[src/hdl/djs_pkg.sv]
// shared constants and types for the deadline job sequencer
package djs_pkg;
   localparam int MaxJobsDefault = 16;
   localparam int QueueDepth = 2;
   localparam int IdW = 8;
   localparam int DlW = 8;
   localparam int PrW = 16;
   localparam int SlotW = 4;
   localparam int TotW = 20;
   localparam logic [TotW-1:0] TotalMax = 20'hFFFFF;

   // one job passed from the front end to the back end
   typedef struct packed {
      logic [IdW-1:0] id;
      logic [DlW-1:0] deadline;
      logic [PrW-1:0] profit;
      logic           last;
   } job_type;
endpackage

[src/hdl/djs_front.sv]
// front end: accepts jobs and queues them for the back end
module djs_front #(
   parameter int Depth = djs_pkg::QueueDepth
) (
   input  logic            clock,
   input  logic            reset,
   input  logic            push,
   input  djs_pkg::job_type push_job,
   output logic            full,
   input  logic            pop,
   output logic            not_empty,
   output djs_pkg::job_type head_job
);
   localparam int AW = (Depth > 1) ? $clog2(Depth) : 1;
   localparam int CW = $clog2(Depth + 1);

   djs_pkg::job_type q_ff [Depth];
   logic [AW-1:0] wr_ff, wr_in, rd_ff, rd_in;
   logic [CW-1:0] cnt_ff, cnt_in;

   assign full      = (cnt_ff == CW'(Depth));
   assign not_empty = (cnt_ff != '0);
   assign head_job  = q_ff[rd_ff];

   // pointer and count update
   always_comb begin
      wr_in  = wr_ff;
      rd_in  = rd_ff;
      cnt_in = cnt_ff;
      if (push) wr_in = (wr_ff == AW'(Depth - 1)) ? '0 : wr_ff + 1'b1;
      if (pop)  rd_in = (rd_ff == AW'(Depth - 1)) ? '0 : rd_ff + 1'b1;
      if (push && !pop) cnt_in = cnt_ff + 1'b1;
      else if (pop && !push) cnt_in = cnt_ff - 1'b1;
   end

   always_ff @(posedge clock) begin
      if (reset) begin
         wr_ff  <= '0;
         rd_ff  <= '0;
         cnt_ff <= '0;
      end else begin
         wr_ff  <= wr_in;
         rd_ff  <= rd_in;
         cnt_ff <= cnt_in;
      end
   end

   // queue storage
   always_ff @(posedge clock) begin
      if (push) q_ff[wr_ff] <= push_job;
   end
endmodule

[src/hdl/djs_back.sv]
// back end: ordered insert, slot assignment and result emission
module djs_back #(
   parameter int MaxJobs = djs_pkg::MaxJobsDefault
) (
   input  logic             clock,
   input  logic             reset,
   input  logic             job_valid,
   input  djs_pkg::job_type job,
   output logic             job_pop,
   output logic             rsp_valid,
   output logic [djs_pkg::SlotW-1:0] rsp_slot_index,
   output logic [djs_pkg::IdW-1:0]   rsp_sched_id,
   output logic [djs_pkg::PrW-1:0]   rsp_sched_profit,
   output logic [djs_pkg::TotW-1:0]  rsp_total_profit,
   output logic             rsp_is_total,
   output logic             rsp_overflowed,
   output logic             rsp_end_of_run
);
   localparam int IW = (MaxJobs > 1) ? $clog2(MaxJobs) : 1;
   localparam int NW = $clog2(MaxJobs + 1);

   localparam logic [2:0] S_IDLE   = 3'd0;
   localparam logic [2:0] S_SEEK   = 3'd1;
   localparam logic [2:0] S_SHIFT  = 3'd2;
   localparam logic [2:0] S_PICK   = 3'd3;
   localparam logic [2:0] S_PSRCH  = 3'd4;
   localparam logic [2:0] S_EMIT   = 3'd5;
   localparam logic [2:0] S_TOTAL  = 3'd6;

   // job store, memories
   logic [djs_pkg::IdW-1:0] st_id  [MaxJobs];
   logic [djs_pkg::DlW-1:0] st_dl  [MaxJobs];
   logic [djs_pkg::PrW-1:0] st_pr  [MaxJobs];
   logic [IW-1:0]           sl_job [MaxJobs];
   logic [MaxJobs-1:0]      taken_ff, taken_in;

   logic [2:0]  state_ff, state_in;
   logic [NW-1:0] cnt_ff, cnt_in;      // job count
   logic [NW-1:0] pos_ff, pos_in;      // insert scan / shift / job index / slot index
   logic [NW-1:0] j_ff, j_in;          // shift index / slot search index (one above slot) / emit phase flag
   logic          drop_ff, drop_in;
   logic          last_ff, last_in;
   djs_pkg::job_type cur_ff, cur_in;
   logic [djs_pkg::TotW-1:0] tot_ff, tot_in;
   logic [djs_pkg::DlW-1:0]  dl_ff;
   logic [djs_pkg::IdW-1:0]  rid_ff;
   logic [djs_pkg::PrW-1:0]  rpr_ff;
   logic [NW-1:0] rd_addr;
   logic [IW-1:0] sj_rd_ff;
   logic [djs_pkg::TotW:0] sum;

   // store write controls
   logic          wr_en;
   logic [IW-1:0] wr_addr;
   logic [djs_pkg::IdW-1:0] wr_id;
   logic [djs_pkg::DlW-1:0] wr_dl;
   logic [djs_pkg::PrW-1:0] wr_pr;
   logic          sl_we;
   logic [IW-1:0] sl_addr;

   // registered outputs
   logic rv_ff, rv_in;
   logic [djs_pkg::SlotW-1:0] ro_slot_ff, ro_slot_in;
   logic [djs_pkg::IdW-1:0]   ro_id_ff, ro_id_in;
   logic [djs_pkg::PrW-1:0]   ro_pr_ff, ro_pr_in;
   logic [djs_pkg::TotW-1:0]  ro_tot_ff, ro_tot_in;
   logic ro_ist_ff, ro_ist_in, ro_ovf_ff, ro_ovf_in;

   logic          rd_phase_ff, rd_phase_in;
   logic [NW-1:0] lim;

   assign job_pop = (state_ff == S_IDLE) && job_valid;

   assign rsp_valid        = rv_ff;
   assign rsp_slot_index   = ro_slot_ff;
   assign rsp_sched_id     = ro_id_ff;
   assign rsp_sched_profit = ro_pr_ff;
   assign rsp_total_profit = ro_tot_ff;
   assign rsp_is_total     = ro_ist_ff;
   assign rsp_overflowed   = ro_ovf_ff;
   assign rsp_end_of_run   = ro_ist_ff;

   // registered store reads (one address per cycle)
   always_ff @(posedge clock) begin
      rid_ff   <= st_id[rd_addr[IW-1:0]];
      rpr_ff   <= st_pr[rd_addr[IW-1:0]];
      dl_ff    <= st_dl[rd_addr[IW-1:0]];
      sj_rd_ff <= sl_job[rd_addr[IW-1:0]];
   end

   // store writes
   always_ff @(posedge clock) begin
      if (wr_en) begin
         st_id[wr_addr] <= wr_id;
         st_dl[wr_addr] <= wr_dl;
         st_pr[wr_addr] <= wr_pr;
      end
      if (sl_we) sl_job[sl_addr] <= pos_ff[IW-1:0];
   end

   assign sum = {1'b0, tot_ff} + (djs_pkg::TotW+1)'(rpr_ff);
   assign lim = ((NW'(dl_ff) > cnt_ff) || (dl_ff > djs_pkg::DlW'(MaxJobs)))
                ? cnt_ff : NW'(dl_ff);

   // sequencer
   always_comb begin
      state_in = state_ff; cnt_in = cnt_ff; pos_in = pos_ff; j_in = j_ff;
      drop_in = drop_ff; last_in = last_ff; cur_in = cur_ff; tot_in = tot_ff;
      taken_in = taken_ff; rd_phase_in = rd_phase_ff;
      rd_addr = pos_ff;
      wr_en = 1'b0; wr_addr = pos_ff[IW-1:0];
      wr_id = cur_ff.id; wr_dl = cur_ff.deadline; wr_pr = cur_ff.profit;
      sl_we = 1'b0; sl_addr = j_ff[IW-1:0] - 1'b1;
      rv_in = 1'b0; ro_slot_in = '0; ro_id_in = '0; ro_pr_in = '0; ro_tot_in = '0;
      ro_ist_in = 1'b0; ro_ovf_in = drop_ff;
      case (state_ff)
         S_IDLE: begin
            if (job_valid) begin
               cur_in  = job;
               last_in = job.last;
               pos_in  = '0;
               rd_phase_in = 1'b0;
               if (cnt_ff >= NW'(MaxJobs)) begin
                  drop_in = 1'b1;
                  if (job.last) begin
                     pos_in = '0; rd_phase_in = 1'b0; state_in = S_PICK;
                  end
               end else begin
                  state_in = S_SEEK;
               end
            end
         end
         // scan for insert position: wait for each stored entry's read, then compare its profit
         S_SEEK: begin
            if (pos_ff == cnt_ff) begin
               j_in = cnt_ff; state_in = S_SHIFT;
            end else if (!rd_phase_ff) begin
               rd_phase_in = 1'b1;
            end else begin
               rd_phase_in = 1'b0;
               if (rpr_ff >= cur_ff.profit) pos_in = pos_ff + 1'b1;
               else begin j_in = cnt_ff; state_in = S_SHIFT; end
            end
         end
         // move entries up one place, then write the new job
         S_SHIFT: begin
            if (j_ff == pos_ff) begin
               wr_en = 1'b1; wr_addr = pos_ff[IW-1:0];
               cnt_in = cnt_ff + 1'b1; rd_phase_in = 1'b0;
               if (last_ff) begin pos_in = '0; state_in = S_PICK; end
               else state_in = S_IDLE;
            end else if (!rd_phase_ff) begin
               rd_addr = j_ff - 1'b1; rd_phase_in = 1'b1;
            end else begin
               wr_en = 1'b1; wr_addr = j_ff[IW-1:0];
               wr_id = rid_ff; wr_pr = rpr_ff; wr_dl = dl_ff;
               j_in = j_ff - 1'b1; rd_phase_in = 1'b0;
            end
         end
         // fetch deadline of job pos
         S_PICK: begin
            if (pos_ff == cnt_ff) begin
               pos_in = '0; tot_in = '0; rd_phase_in = 1'b0; j_in = '0;
               state_in = S_EMIT;
            end else if (!rd_phase_ff) begin
               rd_phase_in = 1'b1;
            end else begin
               rd_phase_in = 1'b0; j_in = lim; state_in = S_PSRCH;
            end
         end
         // latest free slot below the limit, one slot per cycle
         S_PSRCH: begin
            if (j_ff == '0) begin
               pos_in = pos_ff + 1'b1; state_in = S_PICK;
            end else if (!taken_ff[j_ff[IW-1:0] - 1'b1]) begin
               taken_in[j_ff[IW-1:0] - 1'b1] = 1'b1;
               sl_we = 1'b1;
               pos_in = pos_ff + 1'b1; state_in = S_PICK;
            end else j_in = j_ff - 1'b1;
         end
         // walk slots: read slot job, then its fields, then emit
         S_EMIT: begin
            if (pos_ff == cnt_ff) begin
               state_in = S_TOTAL;
            end else if (!taken_ff[pos_ff[IW-1:0]]) begin
               pos_in = pos_ff + 1'b1;
            end else if (!rd_phase_ff) begin
               rd_phase_in = 1'b1;
            end else if (j_ff != '1) begin
               rd_addr = NW'(sj_rd_ff); j_in = '1;
            end else begin
               rd_addr = NW'(sj_rd_ff);
               rv_in = 1'b1;
               ro_slot_in = djs_pkg::SlotW'(pos_ff);
               ro_id_in = rid_ff; ro_pr_in = rpr_ff;
               tot_in = sum[djs_pkg::TotW] ? djs_pkg::TotalMax : sum[djs_pkg::TotW-1:0];
               rd_phase_in = 1'b0; j_in = '0;
               pos_in = pos_ff + 1'b1;
            end
         end
         S_TOTAL: begin
            rv_in = 1'b1; ro_tot_in = tot_ff; ro_ist_in = 1'b1;
            taken_in = '0; cnt_in = '0; drop_in = 1'b0; state_in = S_IDLE;
         end
         default: state_in = S_IDLE;
      endcase
   end

   always_ff @(posedge clock) begin
      if (reset) begin
         state_ff <= S_IDLE; cnt_ff <= '0; drop_ff <= 1'b0; taken_ff <= '0;
         rv_ff <= 1'b0; rd_phase_ff <= 1'b0; j_ff <= '0; pos_ff <= '0;
      end else begin
         state_ff <= state_in; cnt_ff <= cnt_in; drop_ff <= drop_in;
         taken_ff <= taken_in; rv_ff <= rv_in; rd_phase_ff <= rd_phase_in;
         j_ff <= j_in; pos_ff <= pos_in;
      end
   end

   // payload registers
   always_ff @(posedge clock) begin
      last_ff <= last_in; cur_ff <= cur_in; tot_ff <= tot_in;
      ro_slot_ff <= ro_slot_in; ro_id_ff <= ro_id_in; ro_pr_ff <= ro_pr_in;
      ro_tot_ff <= ro_tot_in; ro_ist_ff <= ro_ist_in; ro_ovf_ff <= ro_ovf_in;
   end
endmodule

[src/hdl/deadline_job_sequencer.sv]
// top level of the deadline job sequencer
// Jobs enter on start while busy is low and are queued for the back end, which
// inserts each in profit order, scanning and moving stored entries. The job
// marked final starts scheduling: each job searches slots one per cycle, then
// one result per filled slot and a closing total follow. Results appear for one
// cycle on rsp_valid and cannot be held off; busy stays high from the final job
// until the closing result has been given.
module deadline_job_sequencer #(
   parameter int MaxJobs = djs_pkg::MaxJobsDefault
) (
   input  logic        clock,
   input  logic        reset,
   input  logic        start,
   output logic        busy,
   input  logic [7:0]  req_job_id,
   input  logic [7:0]  req_job_deadline,
   input  logic [15:0] req_job_profit,
   input  logic        req_final_job,
   output logic        rsp_valid,
   output logic [3:0]  rsp_slot_index,
   output logic [7:0]  rsp_sched_id,
   output logic [15:0] rsp_sched_profit,
   output logic [19:0] rsp_total_profit,
   output logic        rsp_is_total,
   output logic        rsp_overflowed,
   output logic        rsp_end_of_run
);
   djs_pkg::job_type in_job, head_job;
   logic full, not_empty, pop, push, hold_ff;

   assign in_job = '{id: req_job_id, deadline: req_job_deadline,
                     profit: req_job_profit, last: req_final_job};
   assign push = start && !busy;
   // block new jobs while the queue is full, and from a final job until its run is done
   assign busy = full || hold_ff;

   always_ff @(posedge clock) begin
      if (reset) hold_ff <= 1'b0;
      else if (push && req_final_job) hold_ff <= 1'b1;
      else if (rsp_valid && rsp_end_of_run) hold_ff <= 1'b0;
   end

   djs_front #(.Depth(djs_pkg::QueueDepth)) u_front (
      .clock, .reset, .push, .push_job(in_job), .full,
      .pop, .not_empty, .head_job
   );

   djs_back #(.MaxJobs(MaxJobs)) u_back (
      .clock, .reset, .job_valid(not_empty), .job(head_job), .job_pop(pop),
      .rsp_valid, .rsp_slot_index, .rsp_sched_id, .rsp_sched_profit,
      .rsp_total_profit, .rsp_is_total, .rsp_overflowed, .rsp_end_of_run
   );
endmodule

[config.mk]
export PLATFORM = sky130hd
export DESIGN_NAME = deadline_job_sequencer
export DESIGN_NICKNAME = d
export VERILOG_FILES = /design/src/hdl/djs_pkg.sv /design/src/hdl/djs_front.sv /design/src/hdl/djs_back.sv /design/src/hdl/deadline_job_sequencer.sv
export SDC_FILE = /design/constraint.sdc
export NUM_CORES = 1
export LEC_CHECK = 0
export BUFFER_PORTS_ARGS = -buffer_cell sky130_fd_sc_hd__clkbuf_2
export CAP_MARGIN = 20
export CORE_MARGIN = 3
export CORE_UTILIZATION = 30
export CTS_BUF_LIST = sky130_fd_sc_hd__clkbuf_8 sky130_fd_sc_hd__clkbuf_16
export DETAILED_ROUTE_END_ITERATION = 16
export HOLD_SLACK_MARGIN = 0.1
export PLACE_DENSITY_LB_ADDON = 0.2
export SYNTH_ARGS = -nofsm -noshare
export SYNTH_HDL_FRONTEND = slang
export SYNTH_SLANG_ARGS = --single-unit
[constraint.sdc]
create_clock -name clock -period 10.95 [get_ports clock]
set_clock_uncertainty 0.2 [all_clocks]
set_input_delay 2.19 -clock clock [delete_from_list [all_inputs] [get_ports clock]]
set_output_delay 2.19 -clock clock [all_outputs]
set_load 0.01 [all_outputs]
==> impl_metrics.py <==
metrics = {
    "placed_design": {
        "dp_hpwl_um": 49410,
        "dp_slack_ps": 5728,
        "dp.cells": 3690,
        "dpl_cell_area_um2": 35090,
        "port_buffers": 88,
        "place_congestion": 0.8175,
    },
    "timing": {
        "hold-worst-slack_ps": 169.8,
        "setup-tns-final_ps": 0,
        "fmax_ghz": 0.1881,
        "layout_setup_ws_ps": 5635,
        "grt_setup_unrepaired": "false",
        "fin_crit_ps": 5315,
        "hold_viol": 0,
        "finalSetupViolCount": 0,
        "fin_crit_sh_pct": 48.54,
        "maxSlewHeadroom_pct": 17.89,
        "slew_viol_final": 0,
        "tightest_slew_ps": 1232,
    },
    "global_route": {
        "grt_max_degree": 179,
        "grt_usage_pct": 16.00,
        "grt_pass1_wl_um": 133500,
        "antenna_found_initial": 3,
        "grt_overflow": 0,
        "grt_pass1_vias": 19870,
    },
    "worst_setup_path": {
        "cp-start-kind": "flop",
        "reg2regPathDepth": 10,
        "path_common_cell": "mux4_2",
        "crit_required_ps": 11290,
        "cp_slowest_cell": "a221o_4",
        "timing.rr.start": "u_back.pos_ff[3]$_SDFFE_PP0P_",
        "crit_fanout": 178,
        "rrSetupSlack_ps": 5630,
        "critPathKind": "flop to flop",
        "endpoint_kind": "flop",
        "path_delay_family": "compound AO/OA/AOI/OAI gates",
        "crit_chain": "buf_4 > mux4_2 > mux4_2 > o2111a_4 > a31oi_4 > a221o_4 > buf_12 > mux2i_1 > a32oi_1 > and4_1",
        "reg2reg_to": "u_back.rid_ff[1]$_DFF_P_",
        "worstPathArrival_ps": 5650,
        "slowest_delay_ps": 920,
        "timing.critical_path.buf_inv": 2,
    },
    "floorplan": {
        "die_h_um": 337.0,
        "die_area_um2": 113600,
        "ioPinCount": 89,
        "coreArea_um2": 108000,
        "die_x_um": 337.0,
        "start_util_pct": 30.45,
        "num_rows": 120,
    },
    "synthesis": {
        "yosysSeqAreaShare_pct": 71.35,
        "yosysTopAreaCell": "edfxtp_1",
        "syn-num-nets": 2342,
        "synth_cell_type_count": 68,
        "synth_edf_count": 695,
        "synth.area.top_cells": "edfxtp_1 (63%), dfxtp_1 (7.9%), mux2i_1 (4.5%)",
        "ys_seq_elements": 824,
        "synth_ff_type": "edfxtp_1",
        "syn-instance-count": 2259,
        "async_flop_share_pct": 0,
        "synth_top_cell_area_share_pct": 63.50,
        "syn_area_um2": 32870,
        "yosysWarnings": 0,
        "avgSynthCellArea_um2": 14.55,
    },
    "run_status": {
        "status": "completed",
    },
    "hold_path": {
        "hold_start": "u_back.drop_ff$_SDFFE_PP0P_",
        "hold_end": "u_back.rsp_overflowed$_DFF_P_",
        "hold_class": "flop to flop",
        "hold_depth": 0,
    },
    "cts": {
        "clk_latency_ps": 660,
        "holdBufCountCts": 0,
        "cts_max_level": 3,
        "cts-root-buf": "clkbuf_16",
        "cts-resized-gates": 0,
        "clk_path_buf_depth": 3,
        "cts_tree": "yes",
        "clkTransAtPathRegs_ps": 60,
        "postCtsSetupRepairBufs": 0,
        "cts_sinks": 824,
        "cts_buffers": 93,
    },
    "drt": {
        "routed_wl_um": 91600,
        "postRouteAntennaNets": 0,
        "vias_per_cell": 5.065,
        "drcViolationCount": 0,
        "firstDrtPassIters": 6,
        "post_drt_wl_per_cell_um": 23.67,
        "initialDrtViolationCount": 1720,
        "vias": 19600,
    },
    "power": {
        "total_power_mw": 9.024,
        "power_density_nw_per_um2": 236.4,
        "ir_drop_v": 0.0001111,
        "leakage_nw": 12.73,
    },
    "final_layout": {
        "post-route-util_pct": 35.36,
        "final_common_cell": "edfxtp_1",
        "syn_to_final_growth_pct": 16.13,
        "final_cell_mix": "edfxtp_1 (695), nand2_1 (357), mux2i_1 (147)",
        "layout.nets": 2468,
        "finalInstanceArea_um2": 38170,
        "fillers": 10230,
        "instances_no_fill": 3869,
        "drive_gt1_share_pct": 15.67,
    },
    "run": {
        "maxCapViolations": 0,
    },
}
layer usage:
metal | routed length (um) | vias up | global-route usage [%] | share of wire [%]
met1 | 39890 | 10010 | 21.10 | 44
met3 | 4971 | 146 | 2.707 | 5.4
li1 | - | 8873 | - | -
met2 | 44200 | 571 | 26.57 | 48
met5 | 0 | - | 0 | 0
met4 | 2537 | 0 | 5.673 | 2.8
power by group:
part           switching, mW  internal (mW)
logic                   1.21          0.623
clock network           1.25           1.82
registers              0.207           3.91
total                   2.67           6.35
final cells by class:
type	count	area, um2	share of cell area (%)
Inverter	48	185.2	0.4852
Tap cell	1403	1755	4.599
Multi-Input combinational cell	1266	8777	23.00
Sequential cell	824	23450	61.45
Clock buffer	100	2446	6.409
Clock inverter	74	598.1	1.567
Timing Repair Buffer	152	947.2	2.482
Antenna cell	2	5.005	0.01311
flip-flops by register name, summed over array words and instances, names as in the netlist, 16 cells and up, named ones only:
signal and flops:
u_back.st_pr 256, u_back.rpr_ff 16, u_back.tot_ff 20, u_back.cur_ff 32
u_front.q_ff 66, u_back.rsp_sched_profit 16, u_back.st_id 128, u_back.taken_ff 16
u_back.rsp_total_profit 20, u_back.sl_job 64, u_back.st_dl 128
synthesized netlist by cell type (3+ instances only):
master and n:
a21o_1 13, nor3_4 3, or3_1 6, edfxtp_1 695, o211ai_1 5, inv_1 44
and3_1 50, mux2i_1 147, nor2_4 4, a21boi_0 4, clkbuf_1 61, a21oi_1 72
or2_2 4, buf_4 17, buf_2 35, o21a_1 14, o21bai_1 3, mux4_1 3
nand2_1 357, a32oi_1 144, a31oi_1 11, nand4_1 9, mux4_2 7, a211oi_1 5
and4_1 37, a221oi_4 3, buf_6 7, nor3_1 27, nor2b_1 4, xnor2_1 23
ha_1 46, nor2_1 98, o21ai_0 45, xor2_1 9, nand2b_1 13, dfxtp_1 129
mux2_2 40, and2_1 8, nand3_1 15, o221ai_1 7
kinds of logic (layout without fill, tap and decap cells):
| family | Yosys count | in the layout | synth area share [%] |
|---|---|---|---|
| AOI/OAI and AO/OA | 344 | 344 | 7.831 |
| xor gates and xnor gates | 32 | 32 | 0.8527 |
| adders and majority gates | 47 | 47 | 1.812 |
| buffers and inverters | 169 | 374 | 2.433 |
| DFF | 824 | 824 | 71.35 |
| muxes | 197 | 197 | 6.567 |
| other | 0 | 2 | 0 |
| and+or+nand+nor | 646 | 646 | 9.151 |
worst max path at each step:
stage,from,endpoint,depth (start not counted)
3_5_place_dp,u_back.pos_ff[3]$_SDFFE_PP0P_,u_back.rpr_ff[14]$_DFF_P_,10
4_1_cts,u_back.pos_ff[3]$_SDFFE_PP0P_,u_back.rpr_ff[2]$_DFF_P_,10
5_1_grt,u_back.pos_ff[3]$_SDFFE_PP0P_,u_back.rpr_ff[12]$_DFF_P_,10
3_3_place_gp,u_back.pos_ff[0]$_SDFFE_PP0P_,u_back.rpr_ff[1]$_DFF_P_,9
6_report,u_back.pos_ff[3]$_SDFFE_PP0P_,u_back.rid_ff[1]$_DFF_P_,10
2_1_floorplan,start,u_front.q_ff[0][0]$_DFFE_PP_,2
Power figures use the tool's default switching activity.
